$ cat config.mk
export PLATFORM = sky130hd
export DESIGN_NAME = multichannel_led_soft_pwm_scheduler_core_flat
export DESIGN_NICKNAME = d
export VERILOG_FILES = /design/src/rtl/lpwm_pkg.sv /design/src/rtl/lpwm_in_if.sv /design/src/rtl/lpwm_out_if.sv /design/src/rtl/lpwm_level_store.sv /design/src/rtl/lpwm_scan_unit.sv /design/src/rtl/multichannel_led_soft_pwm_scheduler_core.sv /design/src/flat_wrapper.sv
export SDC_FILE = /design/constraint.sdc
export NUM_CORES = 1
export LEC_CHECK = 0
export ABC_AREA = 1
export BUFFER_PORTS_ARGS = -buffer_cell sky130_fd_sc_hd__buf_4
export CORE_ASPECT_RATIO = 1.4
export CORE_UTILIZATION = 60
export CTS_CLUSTER_DIAMETER = 200
export CTS_CLUSTER_SIZE = 16
export DETAILED_ROUTE_END_ITERATION = 8
export PLACE_DENSITY = 0.82
export SLEW_MARGIN = 20
export SYNTH_ARGS = -nofsm -noshare
export SYNTH_HDL_FRONTEND = slang
export SYNTH_SLANG_ARGS = --single-unit
$ cat constraint.sdc
create_clock -name clk -period 10.23 [get_ports clk]
set_clock_uncertainty 0.15 [all_clocks]
set_input_delay 0.5115 -clock clk [delete_from_list [all_inputs] [get_ports clk]]
set_output_delay 0.5115 -clock clk [all_outputs]
set_load 0.02 [all_outputs]
$ cat src/rtl/lpwm_pkg.sv
`default_nettype none
package lpwm_pkg;

    localparam int REQ_W   = 2;
    localparam int CHAN_W  = 4;
    localparam int LEVEL_W = 8;
    localparam int MASK_W  = 11;

    typedef logic [LEVEL_W-1:0] level_t;
    typedef logic [MASK_W-1:0]  led_mask_t;
    typedef logic [CHAN_W-1:0]  chan_t;
    typedef logic [REQ_W-1:0]   req_code_t;

    localparam level_t LEVEL_DONE = '1;
    localparam level_t LEVEL_OFF  = '0;

    localparam req_code_t REQ_WRITE   = 2'd0;
    localparam req_code_t REQ_PERIOD  = 2'd1;
    localparam req_code_t REQ_COMPARE = 2'd2;

    // sequencer to scan unit
    typedef struct packed {
        logic clear;   // restart the running minimum
        logic step;    // fold the current channel in
        logic period;  // 1: period start pass, 0: compare pass
    } scan_ctrl_t;

endpackage
`default_nettype wire

$ cat src/rtl/lpwm_in_if.sv
`default_nettype none
interface lpwm_in_if;
    logic                  valid;
    logic                  ready;
    lpwm_pkg::req_code_t   req_type;
    lpwm_pkg::chan_t       channel;
    lpwm_pkg::level_t      intensity;

    modport source (output valid, req_type, channel, intensity, input ready);
    modport sink   (input valid, req_type, channel, intensity, output ready);
endinterface
`default_nettype wire

$ cat src/rtl/lpwm_out_if.sv
`default_nettype none
interface lpwm_out_if;
    logic                  valid;
    logic                  ready;
    lpwm_pkg::led_mask_t   led_mask;
    lpwm_pkg::level_t      next_compare;

    modport source (output valid, led_mask, next_compare, input ready);
    modport sink   (input valid, led_mask, next_compare, output ready);
endinterface
`default_nettype wire

$ cat src/rtl/lpwm_level_store.sv
`default_nettype none
module lpwm_level_store #(
    parameter int NUM_CHANNELS = 11,
    parameter int IDX_W        = (NUM_CHANNELS > 1) ? $clog2(NUM_CHANNELS) : 1
) (
    input  wire logic              clk,
    input  wire logic              rst_n,
    input  wire logic              shadow_clr,
    input  wire logic              shadow_we,
    input  wire logic [IDX_W-1:0]  shadow_widx,
    input  wire lpwm_pkg::level_t  shadow_wdata,
    input  wire logic [IDX_W-1:0]  rd_idx,
    input  wire logic              active_we,
    input  wire lpwm_pkg::level_t  active_wdata,
    output lpwm_pkg::level_t       shadow_rd,
    output lpwm_pkg::level_t       active_rd
);
    import lpwm_pkg::*;

    level_t shadow_reg [NUM_CHANNELS];
    level_t active_reg [NUM_CHANNELS];

    always_ff @(posedge clk or negedge rst_n)
    begin
        if (!rst_n)
        begin
            for (int i = 0; i < NUM_CHANNELS; i++)
            begin
                shadow_reg[i] <= LEVEL_OFF;
                active_reg[i] <= LEVEL_OFF;
            end
        end
        else
        begin
            if (shadow_clr)
            begin
                for (int i = 0; i < NUM_CHANNELS; i++)
                begin
                    shadow_reg[i] <= LEVEL_OFF;
                end
            end
            else if (shadow_we)
            begin
                shadow_reg[shadow_widx] <= shadow_wdata;
            end
            if (active_we)
            begin
                active_reg[rd_idx] <= active_wdata;
            end
        end
    end

    assign shadow_rd = shadow_reg[rd_idx];
    assign active_rd = active_reg[rd_idx];

endmodule
`default_nettype wire

$ cat src/rtl/lpwm_scan_unit.sv
`default_nettype none
module lpwm_scan_unit (
    input  wire logic                 clk,
    input  wire logic                 rst_n,
    input  wire lpwm_pkg::scan_ctrl_t ctrl,
    input  wire lpwm_pkg::level_t     shadow_rd,
    input  wire lpwm_pkg::level_t     active_rd,
    input  wire lpwm_pkg::level_t     pending,
    output lpwm_pkg::level_t          new_level,
    output logic                      bit_we,
    output logic                      bit_val,
    output lpwm_pkg::level_t          min_next
);
    import lpwm_pkg::*;

    level_t min_reg;
    logic   hit;

    always_comb
    begin
        hit = (active_rd == pending);
        if (ctrl.period)
        begin
            new_level = (shadow_rd != LEVEL_OFF) ? shadow_rd : LEVEL_DONE;
            bit_we    = 1'b1;
            bit_val   = (shadow_rd != LEVEL_OFF);
        end
        else
        begin
            new_level = hit ? LEVEL_DONE : active_rd;
            bit_we    = hit;
            bit_val   = 1'b0;
        end
        min_next = (new_level < min_reg) ? new_level : min_reg;
    end

    always_ff @(posedge clk or negedge rst_n)
    begin
        if (!rst_n)
        begin
            min_reg <= LEVEL_DONE;
        end
        else if (ctrl.clear)
        begin
            min_reg <= LEVEL_DONE;
        end
        else if (ctrl.step)
        begin
            min_reg <= min_next;
        end
    end

endmodule
`default_nettype wire

$ cat src/rtl/multichannel_led_soft_pwm_scheduler_core.sv
`default_nettype none
// Channel   Dir  Handshake      Payload
// in_ch     in   valid/ready    req_type, channel, intensity
// out_ch    out  valid/ready    led_mask, next_compare
// cfg       in   cfg_wr_en      cfg_wr_data (fade_enable)
//
// A write item, and any item that leaves the channels alone, goes straight to the
// result load. A period start or compare match first scans the channels, one
// channel per cycle through the shared level compare unit, then loads the result.
// in_ch.ready is high only while the sequencer is idle; a finished result
// waits in the output register, and the sequencer holds until it can load it.
// Reset is asynchronous and needs no clearing pass.
module multichannel_led_soft_pwm_scheduler_core #(
    parameter int NUM_CHANNELS = 11
) (
    input  wire logic  clk,
    input  wire logic  rst_n,
    lpwm_in_if.sink    in_ch,
    lpwm_out_if.source out_ch,
    input  wire logic  cfg_wr_en,
    input  wire logic  cfg_wr_data
);
    import lpwm_pkg::*;

    localparam int IDX_W = (NUM_CHANNELS > 1) ? $clog2(NUM_CHANNELS) : 1;
    localparam logic [IDX_W-1:0] IDX_LAST = IDX_W'(NUM_CHANNELS - 1);

    typedef enum logic [1:0] {
        S_IDLE,
        S_SCAN,
        S_EMIT
    } state_t;

    state_t                  state_reg, state_next;
    logic [IDX_W-1:0]        idx_reg, idx_next;
    logic                    period_reg, period_next;
    logic [NUM_CHANNELS-1:0] lit_mask_reg, lit_mask_next;
    level_t                  pending_reg, pending_next;
    logic                    fade_reg, fade_next;
    logic                    out_valid_reg, out_valid_next;
    led_mask_t               out_mask_reg, out_mask_next;
    level_t                  out_cmp_reg, out_cmp_next;

    scan_ctrl_t              ctrl;
    logic                    in_fire;
    logic                    chan_ok;
    logic [IDX_W-1:0]        chan_idx;
    logic                    shadow_we;
    logic                    shadow_clr;
    level_t                  shadow_rd, active_rd, new_level, min_next;
    logic                    bit_we, bit_val;

    assign in_ch.ready         = (state_reg == S_IDLE);
    assign in_fire             = in_ch.valid && in_ch.ready;
    assign chan_ok             = (32'(in_ch.channel) < NUM_CHANNELS);
    assign chan_idx            = IDX_W'(in_ch.channel);
    assign shadow_clr          = cfg_wr_en && cfg_wr_data;

    assign out_ch.valid        = out_valid_reg;
    assign out_ch.led_mask     = out_mask_reg;
    assign out_ch.next_compare = out_cmp_reg;

    lpwm_level_store #(
        .NUM_CHANNELS (NUM_CHANNELS),
        .IDX_W        (IDX_W)
    ) u_store (
        .clk          (clk),
        .rst_n        (rst_n),
        .shadow_clr   (shadow_clr),
        .shadow_we    (shadow_we),
        .shadow_widx  (chan_idx),
        .shadow_wdata (in_ch.intensity),
        .rd_idx       (idx_reg),
        .active_we    (ctrl.step),
        .active_wdata (new_level),
        .shadow_rd    (shadow_rd),
        .active_rd    (active_rd)
    );

    lpwm_scan_unit u_scan (
        .clk       (clk),
        .rst_n     (rst_n),
        .ctrl      (ctrl),
        .shadow_rd (shadow_rd),
        .active_rd (active_rd),
        .pending   (pending_reg),
        .new_level (new_level),
        .bit_we    (bit_we),
        .bit_val   (bit_val),
        .min_next  (min_next)
    );

    always_comb
    begin
        state_next     = state_reg;
        idx_next       = idx_reg;
        period_next    = period_reg;
        lit_mask_next  = lit_mask_reg;
        pending_next   = pending_reg;
        fade_next      = fade_reg;
        out_valid_next = out_valid_reg;
        out_mask_next  = out_mask_reg;
        out_cmp_next   = out_cmp_reg;
        shadow_we      = 1'b0;
        ctrl.clear     = 1'b0;
        ctrl.step      = 1'b0;
        ctrl.period    = period_reg;

        if (out_ch.valid && out_ch.ready)
        begin
            out_valid_next = 1'b0;
        end

        case (state_reg)
            S_IDLE:
            begin
                if (in_fire)
                begin
                    state_next = S_EMIT;
                    idx_next   = '0;
                    case (in_ch.req_type)
                        REQ_WRITE:
                        begin
                            if (chan_ok)
                            begin
                                if (fade_reg)
                                begin
                                    shadow_we = 1'b1;
                                end
                                else
                                begin
                                    lit_mask_next[chan_idx] = (in_ch.intensity != LEVEL_OFF);
                                end
                            end
                        end
                        REQ_PERIOD:
                        begin
                            if (fade_reg)
                            begin
                                period_next = 1'b1;
                                ctrl.clear  = 1'b1;
                                state_next  = S_SCAN;
                            end
                        end
                        REQ_COMPARE:
                        begin
                            if (fade_reg && (pending_reg != LEVEL_DONE))
                            begin
                                period_next = 1'b0;
                                ctrl.clear  = 1'b1;
                                state_next  = S_SCAN;
                            end
                        end
                        default:
                        begin
                            state_next = S_EMIT;
                        end
                    endcase
                end
            end
            S_SCAN:
            begin
                ctrl.step = 1'b1;
                if (bit_we)
                begin
                    lit_mask_next[idx_reg] = bit_val;
                end
                if (idx_reg == IDX_LAST)
                begin
                    pending_next = min_next;
                    state_next   = S_EMIT;
                end
                else
                begin
                    idx_next = idx_reg + 1'b1;
                end
            end
            S_EMIT:
            begin
                // load the result once the output register is free
                if (!out_valid_reg || out_ch.ready)
                begin
                    out_valid_next = 1'b1;
                    out_mask_next  = MASK_W'(lit_mask_reg);
                    out_cmp_next   = pending_reg;
                    state_next     = S_IDLE;
                end
            end
            default:
            begin
                state_next = S_IDLE;
            end
        endcase

        if (cfg_wr_en)
        begin
            fade_next = cfg_wr_data;
            if (cfg_wr_data)
            begin
                pending_next = LEVEL_DONE;
            end
        end
    end

    always_ff @(posedge clk or negedge rst_n)
    begin
        if (!rst_n)
        begin
            state_reg     <= S_IDLE;
            idx_reg       <= '0;
            period_reg    <= 1'b0;
            lit_mask_reg  <= '0;
            pending_reg   <= LEVEL_DONE;
            fade_reg      <= 1'b0;
            out_valid_reg <= 1'b0;
            out_mask_reg  <= '0;
            out_cmp_reg   <= LEVEL_DONE;
        end
        else
        begin
            state_reg     <= state_next;
            idx_reg       <= idx_next;
            period_reg    <= period_next;
            lit_mask_reg  <= lit_mask_next;
            pending_reg   <= pending_next;
            fade_reg      <= fade_next;
            out_valid_reg <= out_valid_next;
            out_mask_reg  <= out_mask_next;
            out_cmp_reg   <= out_cmp_next;
        end
    end

    a_idx_in_range: assert property (@(posedge clk) disable iff (!rst_n)
        (state_reg == S_SCAN) |-> (32'(idx_reg) < NUM_CHANNELS))
        else $error("scan index past last channel");

    a_accept_leaves_idle: assert property (@(posedge clk) disable iff (!rst_n)
        in_fire |=> (state_reg != S_IDLE))
        else $error("sequencer stayed idle after a transfer");

    a_pending_source: assert property (@(posedge clk) disable iff (!rst_n)
        ($past(rst_n) && (pending_reg != $past(pending_reg))) |->
            ($past(state_reg == S_SCAN) || $past(cfg_wr_en)))
        else $error("pending compare changed outside a scan or config write");

    a_scan_ends_in_emit: assert property (@(posedge clk) disable iff (!rst_n)
        ((state_reg == S_SCAN) && (idx_reg == IDX_LAST)) |=> (state_reg == S_EMIT))
        else $error("scan did not finish into result load");

endmodule
`default_nettype wire
$ cat src/flat_wrapper.sv
// flat-port wrapper written by rule: the top's interface ports become plain ports
module multichannel_led_soft_pwm_scheduler_core_flat import lpwm_pkg::*;
#(
    parameter int NUM_CHANNELS = 11
)
  (clk, rst_n, cfg_wr_en, cfg_wr_data, in_ch_valid, in_ch_req_type, in_ch_channel, in_ch_intensity, in_ch_ready, out_ch_valid, out_ch_led_mask, out_ch_next_compare, out_ch_ready);
  lpwm_in_if in_ch_i ();
  lpwm_out_if out_ch_i ();
  input  wire logic clk;
  input  wire logic rst_n;
  input  wire logic cfg_wr_en;
  input  wire logic cfg_wr_data;
  input wire logic [$bits(in_ch_i.valid)-1:0] in_ch_valid;
  input wire logic [$bits(in_ch_i.req_type)-1:0] in_ch_req_type;
  input wire logic [$bits(in_ch_i.channel)-1:0] in_ch_channel;
  input wire logic [$bits(in_ch_i.intensity)-1:0] in_ch_intensity;
  output wire logic [$bits(in_ch_i.ready)-1:0] in_ch_ready;
  output wire logic [$bits(out_ch_i.valid)-1:0] out_ch_valid;
  output wire logic [$bits(out_ch_i.led_mask)-1:0] out_ch_led_mask;
  output wire logic [$bits(out_ch_i.next_compare)-1:0] out_ch_next_compare;
  input wire logic [$bits(out_ch_i.ready)-1:0] out_ch_ready;
  assign in_ch_i.valid = in_ch_valid;
  assign in_ch_i.req_type = in_ch_req_type;
  assign in_ch_i.channel = in_ch_channel;
  assign in_ch_i.intensity = in_ch_intensity;
  assign in_ch_ready = in_ch_i.ready;
  assign out_ch_valid = out_ch_i.valid;
  assign out_ch_led_mask = out_ch_i.led_mask;
  assign out_ch_next_compare = out_ch_i.next_compare;
  assign out_ch_i.ready = out_ch_ready;
  multichannel_led_soft_pwm_scheduler_core #(.NUM_CHANNELS(NUM_CHANNELS)) u_core (.clk(clk), .rst_n(rst_n), .in_ch(in_ch_i), .out_ch(out_ch_i), .cfg_wr_en(cfg_wr_en), .cfg_wr_data(cfg_wr_data));
endmodule
==> summary.md <==
| Metric | Value |
|---|---|
| Status | complete, no violations |
| Leak | 6.051 nW |
| Commonest non-fill, non-tap cell in the layout | nand2_1 |
| Fmax | 177.5 MHz |
| Net Sw Frac | 0.4590 |
| Worst-path clk slew | 0.08 ns |
| # fillers | 1584 |
| Min-Delay Path Class | in2reg |
| CP cell instances | inv_2 -> buf_4 -> nand2_1 -> o221ai_1 -> nand2_1 -> nand2_1 -> nor2_1 -> nand2_1 -> nor2_1 -> nand2_1 -> nand2_1 -> inv_1 -> nand2_1 -> nand2_1 -> inv_1 -> ha_1 -> a21oi_1 -> nor2_1 -> a211oi_1 -> nand2_2 -> nand2_1 -> nand3_1 -> nand2_1 |
| Logic pwr share | 0.468 |
| WL/cell | 18.84 um |
| CP Capture Type | flip-flop |
| TritonCTS clock tree | yes |
| Placer Congestion | 0.9445 |
| Maximum clock insertion buffer count | 3 |
| Die Width | 118.0 um |
| Sw power | 1.537 mW |
| Port Buffers | 40 |
| Commonest non-fill, non-tap cells in the layout | 453 x nand2_1, 206 x dfrtp_1, 167 x inv_1, 149 x o21ai_0, 113 x nand3_1 |
| Post_cts resized | 0 |
| Gate Count Post-Synth | 1458 |
| # IOs | 41 |
| CTS Buf Count | 18 |
| Clk pwr share | 0.199 |
| Post-CTS setup buffers | 0 |
| Vias in the first global route | 9659 |
| Residual DRC | 0 |
| Final antenna-violating net count | 0 |
| Worst-Skew Late Latency | 0.51 ns |
| Max IR drop VDD | 0.0002509 V |
| Unrepaired setup endpoints after global routing | no |
| Number of synthesis warnings | 0 |
| CP arrival | 5.92 ns |
| Gr ovfl total | 0 |
| Synthesized area | 11300 um^2 |
| Post-cts hold buffer count | 1 |
| Initial DRC count | 1010 |
| Wirelength, routed | 32250 um |
| Die ar. | 19400 um^2 |
| # setup viols final | 0 |
| Via-to-Cell Ratio | 5.936 |
| Max FO, Critical Path | 33 |
| H-tree Lvls | 1 |
| Largest net degree at the start of global routing | 100 |
| Initial antenna violation count | 0 |
| Most frequent CP cell | nand2_1 |
| Int Pwr | 1.812 mW |
| Fin crit period | 5.634 ns |
| CP peak stage delay | 0.83 ns |
| Die height | 164.4 um |
| Synthesized net count | 1492 |
| Sink Count | 231 |
| First-pass DRT Iterations | 6 |
| Via count | 10160 |
| Seq/Total Area, Yosys | 0.5140 |
| Worst-Margin Slew | 1.092 ns |
| Mapped Avg Cell Area | 7.753 um^2 |
| Tot GR Track Use | 0.3412 |
| FF+latch count, synth | 231 |
| Share of cells above drive strength 1 | 0.07561 |
| Startpoint types | flip-flop |
| # Max-Cap Violations | 0 |
| Max Transition Viols Final | 0 |
| Reg power frac | 0.332 |
| Final critical-path share of the clock period | 0.5507 |
| DP HPWL | 21920 um |
| Core Util, Final | 0.6601 |
| Nets@finish | 1490 |
| Setup total negative slack | 0 ns |
| Critical path's slowest cell | a211oi_1 |
| CTS root buf | clkbuf_16 |
| Area Overhead vs Synth | 8.191% |
| Yosys cell types | 31 |
| Initial core utilization | 0.6101 |
| N_diodes | 0 |
| # rows | 59 |
| Power Density | 273.9 nW/um^2 |
| Core area | 18530 um^2 |
| Slew HR | 0.2640 |
| Hold Vio Cnt, Final | 0 |
| Worst Path Required | 10.52 ns |
| First-pass GRT wire length | 50890 um |
| Critical path type | reg2reg |
final cells by class:
cell class,count,area [um^2],area share
clock buffers,30,495.5,0.04051
clock inverters,2,27.53,0.002251
inverters,172,645.6,0.05279
multi-input cells,981,4544,0.3716
flip-flops and latches,231,5812,0.4752
well taps,244,305.3,0.02496
repair buffers,52,400.4,0.03274
kinds of logic after synthesis:
group / Yosys count / share of synthesized area
AO/OA/AOI/OAI: 305 / 0.1484
AND/OR/NAND/NOR: 661 / 0.2373
XOR/XNOR: 1 / 0.0007749
flip-flops: 231 / 0.5140
adder cells (fa/ha/maj): 14 / 0.01550
buffers and inverters: 246 / 0.08401
cells in the mapped netlist (all sizes together):
library cell / count / share of area
nand2: 456 / 0.15
dfrtp: 207 / 0.46
inv: 170 / 0.056
o21ai: 165 / 0.073
nand3: 113 / 0.050
nor2: 71 / 0.024
o22ai: 71 / 0.039
clkbuf: 50 / 0.017
a21oi: 48 / 0.021
buf: 24 / 0.010
dfstp: 24 / 0.056
ha: 14 / 0.015
nand4: 10 / 0.0055
or2: 8 / 0.0044
a22oi: 7 / 0.0046
o221ai: 7 / 0.0054
a31oi: 2 / 0.0011
clkinv: 2 / 0.00066
nor3: 2 / 0.00089
o211ai: 2 / 0.0013
a211oi: 1 / 0.00066
nor4: 1 / 0.00055
o2111ai: 1 / 0.00077
o311a: 1 / 0.00089
xor2: 1 / 0.00077
worst max-delay path, delay by kind of cell, from the launching register on:
kind | cells | cell delay [ns]
AND/OR/NAND/NOR | 15 | 2.24
adder cells (fa/ha/maj) | 1 | 0.30
flip-flops | 1 | 0.41
AO/OA/AOI/OAI | 3 | 1.24
buffers and inverters | 4 | 1.22
power groups by stage:
stage	Sequential, mW	Clock, mW	Combinational, mW
floorplan	1.17	0	1.00
detailed placement	1.13	0	1.54
finish	1.11	0.667	1.57
CTS	1.11	0.673	1.55
global route	1.13	0.705	1.74
global placement	1.13	0	1.51
metal layers:
layer  track usage  wire [um]  vias up
li1              -          -     4727
met1        0.3991      11870     4795
met2        0.5850      15730      482
met3       0.04938       2267      158
met4        0.2343       2388        0
met5             0          0        -
worst paths after layout:
kind / slack (ns) / to / start / depth (start not counted)
worst max-delay path: 4.60 / u_core.pending_reg[7] / u_core.idx_reg[0] / 23
worst min-delay path: 0.08 / u_core.fade_reg / cfg_wr_en / 2
worst max register to register: 4.60 / u_core.pending_reg[7] / u_core.idx_reg[0] / 23
worst min register to register: 0.34 / u_core.out_ch.led_mask[3] / u_core.out_ch.led_mask[3] / 2
max in group asynchronous: 8.04 / u_core.u_store.shadow_reg[44] / rst_n / 3
min in group asynchronous: 0.46 / u_core.u_store.active_reg[75] / rst_n / 2
metrics by stage:
step / hold slack (ns) / instance area [um^2] / std cells / total power, mW / setup WS (ns)
2_1_floorplan: 0.06591 / 11300 / 1458 / 2.170 / 6.296
3_3_place_gp: 0.3099 / 11700 / 1679 / 2.637 / 4.926
3_5_place_dp: 0.3211 / 11700 / 1679 / 2.665 / 4.770
4_1_cts: 0.08438 / 12230 / 1712 / 3.334 / 4.736
5_1_grt: 0.08855 / 12230 / 1712 / 3.574 / 4.106
6_report: 0.08033 / 12230 / 1712 / 3.349 / 4.596
No activity file was read; power rests on OpenSTA's default activity.
